==> config.mk <==
export PLATFORM = sky130hd
export DESIGN_NAME = c_char_literal_length_checker_core
export DESIGN_NICKNAME = d
export VERILOG_FILES = /design/src/hdl/cclc_pkg.sv /design/src/hdl/c_char_literal_length_checker_core.sv /design/src/hdl/cclc_scan.sv
export SDC_FILE = /design/constraint.sdc
export NUM_CORES = 1
export LEC_CHECK = 0
export ABC_CLOCK_PERIOD_IN_PS = 7000
export BUFFER_PORTS_ARGS = -buffer_cell sky130_fd_sc_hd__buf_4
export CAP_MARGIN = 0
export CORE_ASPECT_RATIO = 1.75
export CORE_MARGIN = 5
export CORE_UTILIZATION = 62
export DETAILED_ROUTE_END_ITERATION = 7
export GPL_TIMING_DRIVEN = 1
export PLACE_DENSITY = 0.82
export SYNTH_ARGS = -nofsm -noshare
export SYNTH_HDL_FRONTEND = slang
export SYNTH_SLANG_ARGS = --single-unit
==> constraint.sdc <==
create_clock -name clock -period 7 [get_ports clock]
set_clock_uncertainty 0.15 [all_clocks]
set_input_delay 0 -clock clock [delete_from_list [all_inputs] [get_ports clock]]
set_output_delay 0 -clock clock [all_outputs]
set_load 0.05 [all_outputs]
==> src/hdl/cclc_pkg.sv <==
package cclc_pkg;

   localparam int ROW_WIDTH_DEFAULT = 20;
   localparam int COL_WIDTH_DEFAULT = 16;

   localparam logic [7:0] CH_SLASH  = 8'h2F;
   localparam logic [7:0] CH_STAR   = 8'h2A;
   localparam logic [7:0] CH_DQUOTE = 8'h22;
   localparam logic [7:0] CH_BSLASH = 8'h5C;
   localparam logic [7:0] CH_SQUOTE = 8'h27;
   localparam logic [7:0] CH_NL     = 8'h0A;

   localparam logic [3:0] CHAR_LIMIT_RESET = 4'd4;

   localparam int QCOUNT_WIDTH = 5;
   localparam logic [QCOUNT_WIDTH-1:0] QCOUNT_MAX = '1;

   // lexer context carried from byte to byte
   typedef struct packed {
      logic [31:0]             history;
      logic                    seen_byte;
      logic                    in_str;
      logic                    in_sq;
      logic                    skip_line;
      logic                    skip_block;
      logic [QCOUNT_WIDTH-1:0] qcount;
   } cclc_lex_type;

   localparam cclc_lex_type LEX_RESET = '0;

endpackage

==> src/hdl/c_char_literal_length_checker_core.sv <==
// channel | ports                                              | direction
// --------+----------------------------------------------------+----------
// req     | req_valid, req_stall, req_source_byte, req_end_of_file | in
// rsp     | rsp_valid, rsp_stall, rsp_found, rsp_row_number,   | out
//         | rsp_column_number                                  |
// csr     | csr_valid, csr_ready, csr_char_limit               | in
//
// One byte per cycle sustained while the result is not stalled; a beat passes an
// input register and reaches the result register when that stage advances.
// A byte is held one beat for lookahead, so the final byte runs two scan units
// in series in the same cycle.
// Synchronous active-high reset; char_limit resets to 4.
// The input stage holds while a result sits stalled at the output.
module c_char_literal_length_checker_core
   import cclc_pkg::*;
#(
   parameter int ROW_WIDTH = ROW_WIDTH_DEFAULT,
   parameter int COL_WIDTH = COL_WIDTH_DEFAULT
) (
   input  logic                 clock,
   input  logic                 reset,
   input  logic                 req_valid,
   output logic                 req_stall,
   input  logic [7:0]           req_source_byte,
   input  logic                 req_end_of_file,
   output logic                 rsp_valid,
   input  logic                 rsp_stall,
   output logic                 rsp_found,
   output logic [ROW_WIDTH-1:0] rsp_row_number,
   output logic [COL_WIDTH-1:0] rsp_column_number,
   input  logic                 csr_valid,
   output logic                 csr_ready,
   input  logic [3:0]           csr_char_limit
);

   logic                 stg_valid_ff, stg_valid_in;
   logic [7:0]           stg_byte_ff;
   logic                 stg_eof_ff;
   logic                 advance, accept;

   logic [3:0]           limit_ff;
   cclc_lex_type         lex_ff, lex_in;
   logic [ROW_WIDTH-1:0] row_ff, row_in;
   logic [COL_WIDTH-1:0] col_ff, col_in;
   logic                 reported_ff, reported_in;
   logic [7:0]           pend_byte_ff;
   logic                 pend_valid_ff;

   logic                 rsp_valid_ff, rsp_found_ff;
   logic [ROW_WIDTH-1:0] rsp_row_ff;
   logic [COL_WIDTH-1:0] rsp_col_ff;

   cclc_lex_type         lex_a, lex_a_sel, lex_b;
   logic [ROW_WIDTH-1:0] row_a, row_a_sel, row_b;
   logic [COL_WIDTH-1:0] col_a, col_a_sel, col_b;
   logic                 hit_a_raw, hit_a, hit_b, hit, produce;

   assign advance   = stg_valid_ff && (!rsp_valid_ff || !rsp_stall);
   assign req_stall = stg_valid_ff && !advance;
   assign accept    = req_valid && !req_stall;
   assign stg_valid_in = accept || (stg_valid_ff && !advance);
   assign csr_ready = 1'b1;

   // held byte, looking ahead at the incoming one
   cclc_scan #(.ROW_WIDTH(ROW_WIDTH), .COL_WIDTH(COL_WIDTH)) u_scan_held (
      .lex_cur    (lex_ff),
      .row_cur    (row_ff),
      .col_cur    (col_ff),
      .cur_byte   (pend_byte_ff),
      .next_byte  (stg_byte_ff),
      .pair_ok    (!stg_eof_ff),
      .char_limit (limit_ff),
      .lex_nxt    (lex_a),
      .row_nxt    (row_a),
      .col_nxt    (col_a),
      .hit        (hit_a_raw)
   );

   assign hit_a     = pend_valid_ff && hit_a_raw;
   assign lex_a_sel = pend_valid_ff ? lex_a : lex_ff;
   assign row_a_sel = pend_valid_ff ? row_a : row_ff;
   assign col_a_sel = pend_valid_ff ? col_a : col_ff;

   // final byte of a file, no lookahead
   cclc_scan #(.ROW_WIDTH(ROW_WIDTH), .COL_WIDTH(COL_WIDTH)) u_scan_last (
      .lex_cur    (lex_a_sel),
      .row_cur    (row_a_sel),
      .col_cur    (col_a_sel),
      .cur_byte   (stg_byte_ff),
      .next_byte  (8'd0),
      .pair_ok    (1'b0),
      .char_limit (limit_ff),
      .lex_nxt    (lex_b),
      .row_nxt    (row_b),
      .col_nxt    (col_b),
      .hit        (hit_b)
   );

   assign hit     = !reported_ff && (hit_a || (stg_eof_ff && hit_b));
   assign produce = !reported_ff && (hit || stg_eof_ff);

   always_comb begin
      lex_in      = lex_ff;
      row_in      = row_ff;
      col_in      = col_ff;
      reported_in = reported_ff;
      if (stg_eof_ff) begin
         lex_in      = LEX_RESET;
         row_in      = {{(ROW_WIDTH-1){1'b0}}, 1'b1};
         col_in      = '0;
         reported_in = 1'b0;
      end else if (!reported_ff) begin
         lex_in      = lex_a_sel;
         row_in      = row_a_sel;
         col_in      = col_a_sel;
         reported_in = hit_a;
      end
   end

   always_ff @(posedge clock) begin
      if (reset) begin
         stg_valid_ff  <= 1'b0;
         limit_ff      <= CHAR_LIMIT_RESET;
         lex_ff        <= LEX_RESET;
         row_ff        <= {{(ROW_WIDTH-1){1'b0}}, 1'b1};
         col_ff        <= '0;
         reported_ff   <= 1'b0;
         pend_byte_ff  <= '0;
         pend_valid_ff <= 1'b0;
         rsp_valid_ff  <= 1'b0;
      end else begin
         stg_valid_ff <= stg_valid_in;
         if (csr_valid && csr_ready) begin
            limit_ff <= csr_char_limit;
         end
         if (advance) begin
            lex_ff        <= lex_in;
            row_ff        <= row_in;
            col_ff        <= col_in;
            reported_ff   <= reported_in;
            pend_byte_ff  <= stg_eof_ff ? 8'd0 : stg_byte_ff;
            pend_valid_ff <= !stg_eof_ff;
            rsp_valid_ff  <= produce;
         end else if (!rsp_stall) begin
            rsp_valid_ff <= 1'b0;
         end
      end
   end

   always_ff @(posedge clock) begin
      if (accept) begin
         stg_byte_ff <= req_source_byte;
         stg_eof_ff  <= req_end_of_file;
      end
      if (advance && produce) begin
         rsp_found_ff <= hit;
         rsp_row_ff   <= !hit ? '0 : (hit_a ? row_a : row_b);
         rsp_col_ff   <= !hit ? '0 : (hit_a ? col_a : col_b);
      end
   end

   assign rsp_valid         = rsp_valid_ff;
   assign rsp_found         = rsp_found_ff;
   assign rsp_row_number    = rsp_row_ff;
   assign rsp_column_number = rsp_col_ff;

   a_clean_zero: assert property (@(posedge clock) disable iff (reset)
      rsp_valid && !rsp_found |-> rsp_row_number == '0 && rsp_column_number == '0)
      else $error("clean result with nonzero position");

   a_found_row: assert property (@(posedge clock) disable iff (reset)
      rsp_valid && rsp_found |-> rsp_row_number != '0)
      else $error("detection reported on row zero");

   a_eof_clears: assert property (@(posedge clock) disable iff (reset)
      advance && stg_eof_ff |=> !pend_valid_ff && !reported_ff)
      else $error("file state not cleared after final byte");

   a_report_sticky: assert property (@(posedge clock) disable iff (reset)
      reported_ff && !(advance && stg_eof_ff) |=> reported_ff)
      else $error("reported flag dropped inside a file");

   a_one_report: assert property (@(posedge clock) disable iff (reset)
      advance && reported_ff |-> !produce)
      else $error("second result within one file");

endmodule

==> src/hdl/cclc_scan.sv <==
module cclc_scan
   import cclc_pkg::*;
#(
   parameter int ROW_WIDTH = ROW_WIDTH_DEFAULT,
   parameter int COL_WIDTH = COL_WIDTH_DEFAULT
) (
   input  cclc_lex_type         lex_cur,
   input  logic [ROW_WIDTH-1:0] row_cur,
   input  logic [COL_WIDTH-1:0] col_cur,
   input  logic [7:0]           cur_byte,
   input  logic [7:0]           next_byte,
   input  logic                 pair_ok,
   input  logic [3:0]           char_limit,
   output cclc_lex_type         lex_nxt,
   output logic [ROW_WIDTH-1:0] row_nxt,
   output logic [COL_WIDTH-1:0] col_nxt,
   output logic                 hit
);

   logic is_nl, is_dq, is_sq, closable, b1, b2, b3, b4;
   logic opened, opened_sq, close_sq;

   assign is_nl = (cur_byte == CH_NL);
   assign is_dq = (cur_byte == CH_DQUOTE);
   assign is_sq = (cur_byte == CH_SQUOTE);

   // escape rule on the last four bytes; unseen bytes read as zero
   assign b1 = (lex_cur.history[7:0]   == CH_BSLASH);
   assign b2 = (lex_cur.history[15:8]  == CH_BSLASH);
   assign b3 = (lex_cur.history[23:16] == CH_BSLASH);
   assign b4 = (lex_cur.history[31:24] == CH_BSLASH);
   assign closable = lex_cur.seen_byte && (!b1 || b2) && (!(b1 && b2 && b3) || b4);

   assign opened    = is_dq && !lex_cur.in_str && !lex_cur.in_sq;
   assign opened_sq = is_sq && !lex_cur.in_sq;
   assign close_sq  = closable && is_sq && lex_cur.in_sq;

   always_comb begin
      lex_nxt = lex_cur;
      row_nxt = row_cur;
      col_nxt = col_cur;
      hit     = 1'b0;

      if (pair_ok && cur_byte == CH_SLASH && next_byte == CH_SLASH &&
          !lex_cur.in_str && !lex_cur.in_sq) begin
         lex_nxt.skip_line = 1'b1;
      end
      if (pair_ok && cur_byte == CH_SLASH && next_byte == CH_STAR &&
          !lex_cur.in_str && !lex_cur.in_sq) begin
         lex_nxt.skip_block = 1'b1;
      end
      if (is_nl) begin
         if (!(&row_cur)) begin
            row_nxt = row_cur + 1'b1;
         end
         col_nxt = '0;
         lex_nxt.skip_line = 1'b0;
      end
      // star-slash closes a block comment unless a line comment is open
      if (!lex_nxt.skip_line && pair_ok && cur_byte == CH_STAR && next_byte == CH_SLASH) begin
         lex_nxt.skip_block = 1'b0;
      end

      if (!lex_nxt.skip_line && !lex_nxt.skip_block) begin
         lex_nxt.in_str = opened || (lex_cur.in_str && !(closable && is_dq));
         if (!(&col_nxt)) begin
            col_nxt = col_nxt + 1'b1;
         end
         if (!lex_nxt.in_str) begin
            lex_nxt.in_sq = (lex_cur.in_sq || opened_sq) && !close_sq;
            if (close_sq) begin
               lex_nxt.qcount = '0;
            end else if (lex_cur.in_sq && lex_cur.qcount != QCOUNT_MAX) begin
               lex_nxt.qcount = lex_cur.qcount + 1'b1;
            end
            hit = (lex_nxt.qcount > {1'b0, char_limit});
         end
      end

      lex_nxt.history   = {lex_cur.history[23:0], cur_byte};
      lex_nxt.seen_byte = 1'b1;
   end

endmodule

==> metrics.log <==
INFO  metric required_time_of_the_critical_path = 7.05 ns
INFO  metric syn_to_final_growth = 15.2%
INFO  metric die_w = 103 um
INFO  metric drt_pass1_iterations = 6
INFO  metric crit_path_start = stg_byte_ff[4]
INFO  metric synthCells = 1143
INFO  metric layout.core_utilization = 72.5%
INFO  metric h-tree-depth = 4
INFO  metric cts-root-buf = sky130_fd_sc_hd__clkbuf_16
INFO  metric first_iter_violations = 792
INFO  metric ys_async_sr_fraction = 0%
INFO  metric syn-mean-instance-area = 8.17 sq um
INFO  metric rsz_0062_raised_after_global_routing = false
INFO  metric syn-num-nets = 1177
INFO  metric max_cap_violations = 0
INFO  metric worst-setup-path-type = flip-flop to flip-flop
INFO  metric critical_path.endpoint = rsp_row_number[12]
INFO  metric ff2ff_path_depth = 23
INFO  metric drive_gt1_share = 13.7%
INFO  metric powerDensity = 177 nW/um^2
INFO  metric clock_latency_of_the_later_clocked_register_in_the_worst_skew_pair = 0.42 ns
INFO  metric floorplan.io_pins = 58
INFO  metric postRouteAntennaNets = 0
INFO  metric remaining_drc_errors = 0
INFO  metric global_route.usage.total = 32.4%
INFO  metric relSlewSlack = 28.0%
INFO  metric setup_viol_count_final = 0
INFO  metric postPlaceCellArea = 9890 sq um
INFO  metric place.detailed.hpwl = 19800 um
INFO  metric yosys.area_share.simple = 27.5%
INFO  metric outcome = finished clean
INFO  metric grt_max_degree = 78
INFO  metric timing.final.ws_setup = 0.484 ns
INFO  metric edff_count_synth = 46
INFO  metric clock_tree_from_tritoncts = done
INFO  metric critical_path.startpoint_type = flip-flop
INFO  metric vdd.ir_drop.worst = 0.170 mV
INFO  metric final_net_count = 1226
INFO  metric worstMarginPinSlew = 1.08 ns
INFO  metric synthXorXnorAreaFrac = 6.00%
INFO  metric first_global_vias = 9035
INFO  metric synth_sequential_area_ratio = 34.9%
INFO  metric synth-seq-cells = 140
INFO  metric finalCritPeriodShare = 93.1%
INFO  metric synth.mux.area_fraction = 2.81%
INFO  metric initial_utilization = 63.0%
INFO  metric num_rows = 59
INFO  metric critical_path.max_fanout = 31
INFO  metric reg2reg_from = stg_byte_ff[4]
INFO  metric post_synth_instance_area = 9340 sq um
INFO  metric maxClockFrequency = 153 MHz
INFO  metric worst_setup_path_end_kind = flip-flop
INFO  metric place.port_buffers = 56
INFO  metric hold_viol_final = 0
INFO  metric viasPerCell = 6.75
INFO  metric worstHoldPathType = input pin to flip-flop
INFO  metric cts_buffers = 17
INFO  metric worst_setup_slack_after_placement = 0.207 ns
INFO  metric routabilityCongestion = 1.04
INFO  metric grt_antenna_before_repair = 0
INFO  metric timing.reg2reg.setup_slack = 0.48 ns
INFO  metric synth_compound_area_share = 22.2%
INFO  metric hold_path_startpoint = req_source_byte[7]
INFO  metric totalNegativeSetupSlack = 0 ns
INFO  metric final-max-slew-violation-count = 0
INFO  metric wl_per_cell = 20.3 um
INFO  metric grt_first_pass_wirelength = 45300 um
INFO  metric wl = 28100 um
INFO  metric chipHeight = 172 um
INFO  metric ys_dominant_reg_cell = sky130_fd_sc_hd__dfxtp_1
INFO  metric clock_sinks = 140
INFO  metric max-clock-path-buffers = 2
INFO  metric synth.lib_cells_used.distinct = 81
INFO  metric core = 14800 sq um
INFO  metric grt_overflow_total = 0
INFO  metric period_minus_slack = 6.52 ns
INFO  metric layout.cell_area.non_filler = 10800 sq um
INFO  metric yosys.area_share.adder = 2.14%
INFO  metric p_total = 1.91 mW
INFO  metric power.static_leakage = 3.84 nW
INFO  metric rr_endpoint = rsp_row_number[12]
INFO  metric path_clk_slew = 0.07 ns
INFO  metric insertedDiodeCount = 0
INFO  metric synth_top_family_by_area = simple AND/OR/NAND/NOR gates
INFO  metric synth.yosys.warnings = 0
INFO  metric via_count = 9373
INFO  metric cp_data_arrival_time = 6.56 ns
INFO  metric die_area = 17700 sq um
==> timing repair <==
item / in CTS / in global routing
resized for setup: 0 / 7
setup buffers: 0 / 0
hold buffers: 27 / 0
hold endpoints to repair: 26 / 0
setup endpoints to repair: 0 / 32
==> cell usage after synthesis, types with 23 or more instances <==
master | n | area [sq um]
sky130_fd_sc_hd__and3_1 | 23 | 144
sky130_fd_sc_hd__a21oi_1 | 57 | 285
sky130_fd_sc_hd__nand3_1 | 48 | 240
sky130_fd_sc_hd__xor2_1 | 28 | 245
sky130_fd_sc_hd__nand2_1 | 96 | 360
sky130_fd_sc_hd__inv_1 | 23 | 86.3
sky130_fd_sc_hd__nor2_1 | 168 | 631
sky130_fd_sc_hd__edfxtp_1 | 46 | 1380
sky130_fd_sc_hd__clkbuf_1 | 62 | 233
sky130_fd_sc_hd__a22oi_1 | 63 | 473
sky130_fd_sc_hd__xnor2_1 | 36 | 315
sky130_fd_sc_hd__nor3_1 | 34 | 170
sky130_fd_sc_hd__dfxtp_1 | 94 | 1880
sky130_fd_sc_hd__nand4_1 | 32 | 200
sky130_fd_sc_hd__a211oi_1 | 24 | 180
==> critical path, cell delays in order (launching register included) <==
cell	delay, ns
sky130_fd_sc_hd__edfxtp_1	0.41
sky130_fd_sc_hd__or4b_4	0.57
sky130_fd_sc_hd__or4_4	0.61
sky130_fd_sc_hd__or3_4	0.49
sky130_fd_sc_hd__a21oi_2	0.25
sky130_fd_sc_hd__nand3_2	0.22
sky130_fd_sc_hd__mux2_2	0.37
sky130_fd_sc_hd__ha_1	0.24
sky130_fd_sc_hd__and3_1	0.16
sky130_fd_sc_hd__ha_1	0.23
sky130_fd_sc_hd__nor2_2	0.23
sky130_fd_sc_hd__nand4_1	0.13
sky130_fd_sc_hd__xor2_1	0.15
sky130_fd_sc_hd__nor2_1	0.05
sky130_fd_sc_hd__ha_1	0.30
sky130_fd_sc_hd__nand3_1	0.10
sky130_fd_sc_hd__o22ai_1	0.13
sky130_fd_sc_hd__o22ai_1	0.12
sky130_fd_sc_hd__o31ai_1	0.08
sky130_fd_sc_hd__a211o_1	0.15
sky130_fd_sc_hd__nand4_1	0.26
sky130_fd_sc_hd__a21o_1	0.26
sky130_fd_sc_hd__buf_4	0.24
sky130_fd_sc_hd__a2111oi_1	0.35
==> stage by stage <==
stage	std cells	hold slack, ns
5_1_grt	1388	0.139
2_1_floorplan	1143	-0.0511
3_5_place_dp	1329	0.0296
6_report	1388	0.147
3_3_place_gp	1329	0.0282
4_1_cts	1388	0.143
==> state kept, by name, summed over array words and instances, names as in the netlist, 4 cells and up <==
register           flops
col_ff                16
lex_ff                42
limit_ff               4
pend_byte_ff           8
row_ff                20
rsp_column_number     16
rsp_row_number        20
stg_byte_ff            8
==> placed cells by master (no fill, tap or decap), types with 24 or more instances in the layout <==
cell type / instances
sky130_fd_sc_hd__xor2_1: 28
sky130_fd_sc_hd__dlygate4sd3_1: 27
sky130_fd_sc_hd__nor3_1: 33
sky130_fd_sc_hd__nand4_1: 32
sky130_fd_sc_hd__nand2_1: 96
sky130_fd_sc_hd__dfxtp_1: 94
sky130_fd_sc_hd__a22oi_1: 63
sky130_fd_sc_hd__a21oi_1: 56
sky130_fd_sc_hd__buf_4: 81
sky130_fd_sc_hd__a211oi_1: 24
sky130_fd_sc_hd__edfxtp_1: 46
sky130_fd_sc_hd__nand3_1: 47
sky130_fd_sc_hd__xnor2_1: 36
sky130_fd_sc_hd__nor2_1: 166
==> cell families (layout without fill, tap and decap cells) <==
kind of cell,count (synthesis),after routing
and+or+nand+nor,509,509
AOI/OAI and AO/OA,286,286
DFF,140,140
buffers and inverters,102,164
xor gates and xnor gates,64,64
muxes,25,25
adders and majority gates,16,16
other,1,1
==> metal layers <==
layer	up-vias	track usage (%)	routed length (um)
li1	4361	-	-
met1	4388	36.2	10100
met2	504	56.3	14300
met3	120	6.26	2130
met4	0	18.4	1550
met5	-	0	0
==> layout make-up <==
cell class | count | area [sq um]
Timing Repair Buffer | 108 | 878
Sequential cell | 140 | 3260
Clock inverter | 14 | 144
Fill cell | 1215 | 4080
Tap cell | 183 | 229
Clock buffer | 18 | 439
Inverter | 24 | 90.1
Multi-Input combinational cell | 901 | 5720
==> report_power, final <==
group	internal [mW]	switching, mW	total (mW)	leakage, nW
logic	0.0430	0.0903	0.133	2.32
registers	0.848	0.00806	0.856	1.23
clock network	0.535	0.382	0.917	0.284
==> how the worst min path moves through the flow <==
stage                endpoint  slack [ns]  cells after the start
2_1_floorplan  stg_byte_ff[0]       -0.05                      0
5_1_grt        stg_byte_ff[6]        0.14                      2
4_1_cts        stg_byte_ff[1]        0.14                      2
3_3_place_gp   stg_byte_ff[3]        0.03                      1
3_5_place_dp   stg_byte_ff[1]        0.03                      1
6_report       stg_byte_ff[7]        0.15                      2
Power figures use the tool's default switching activity.
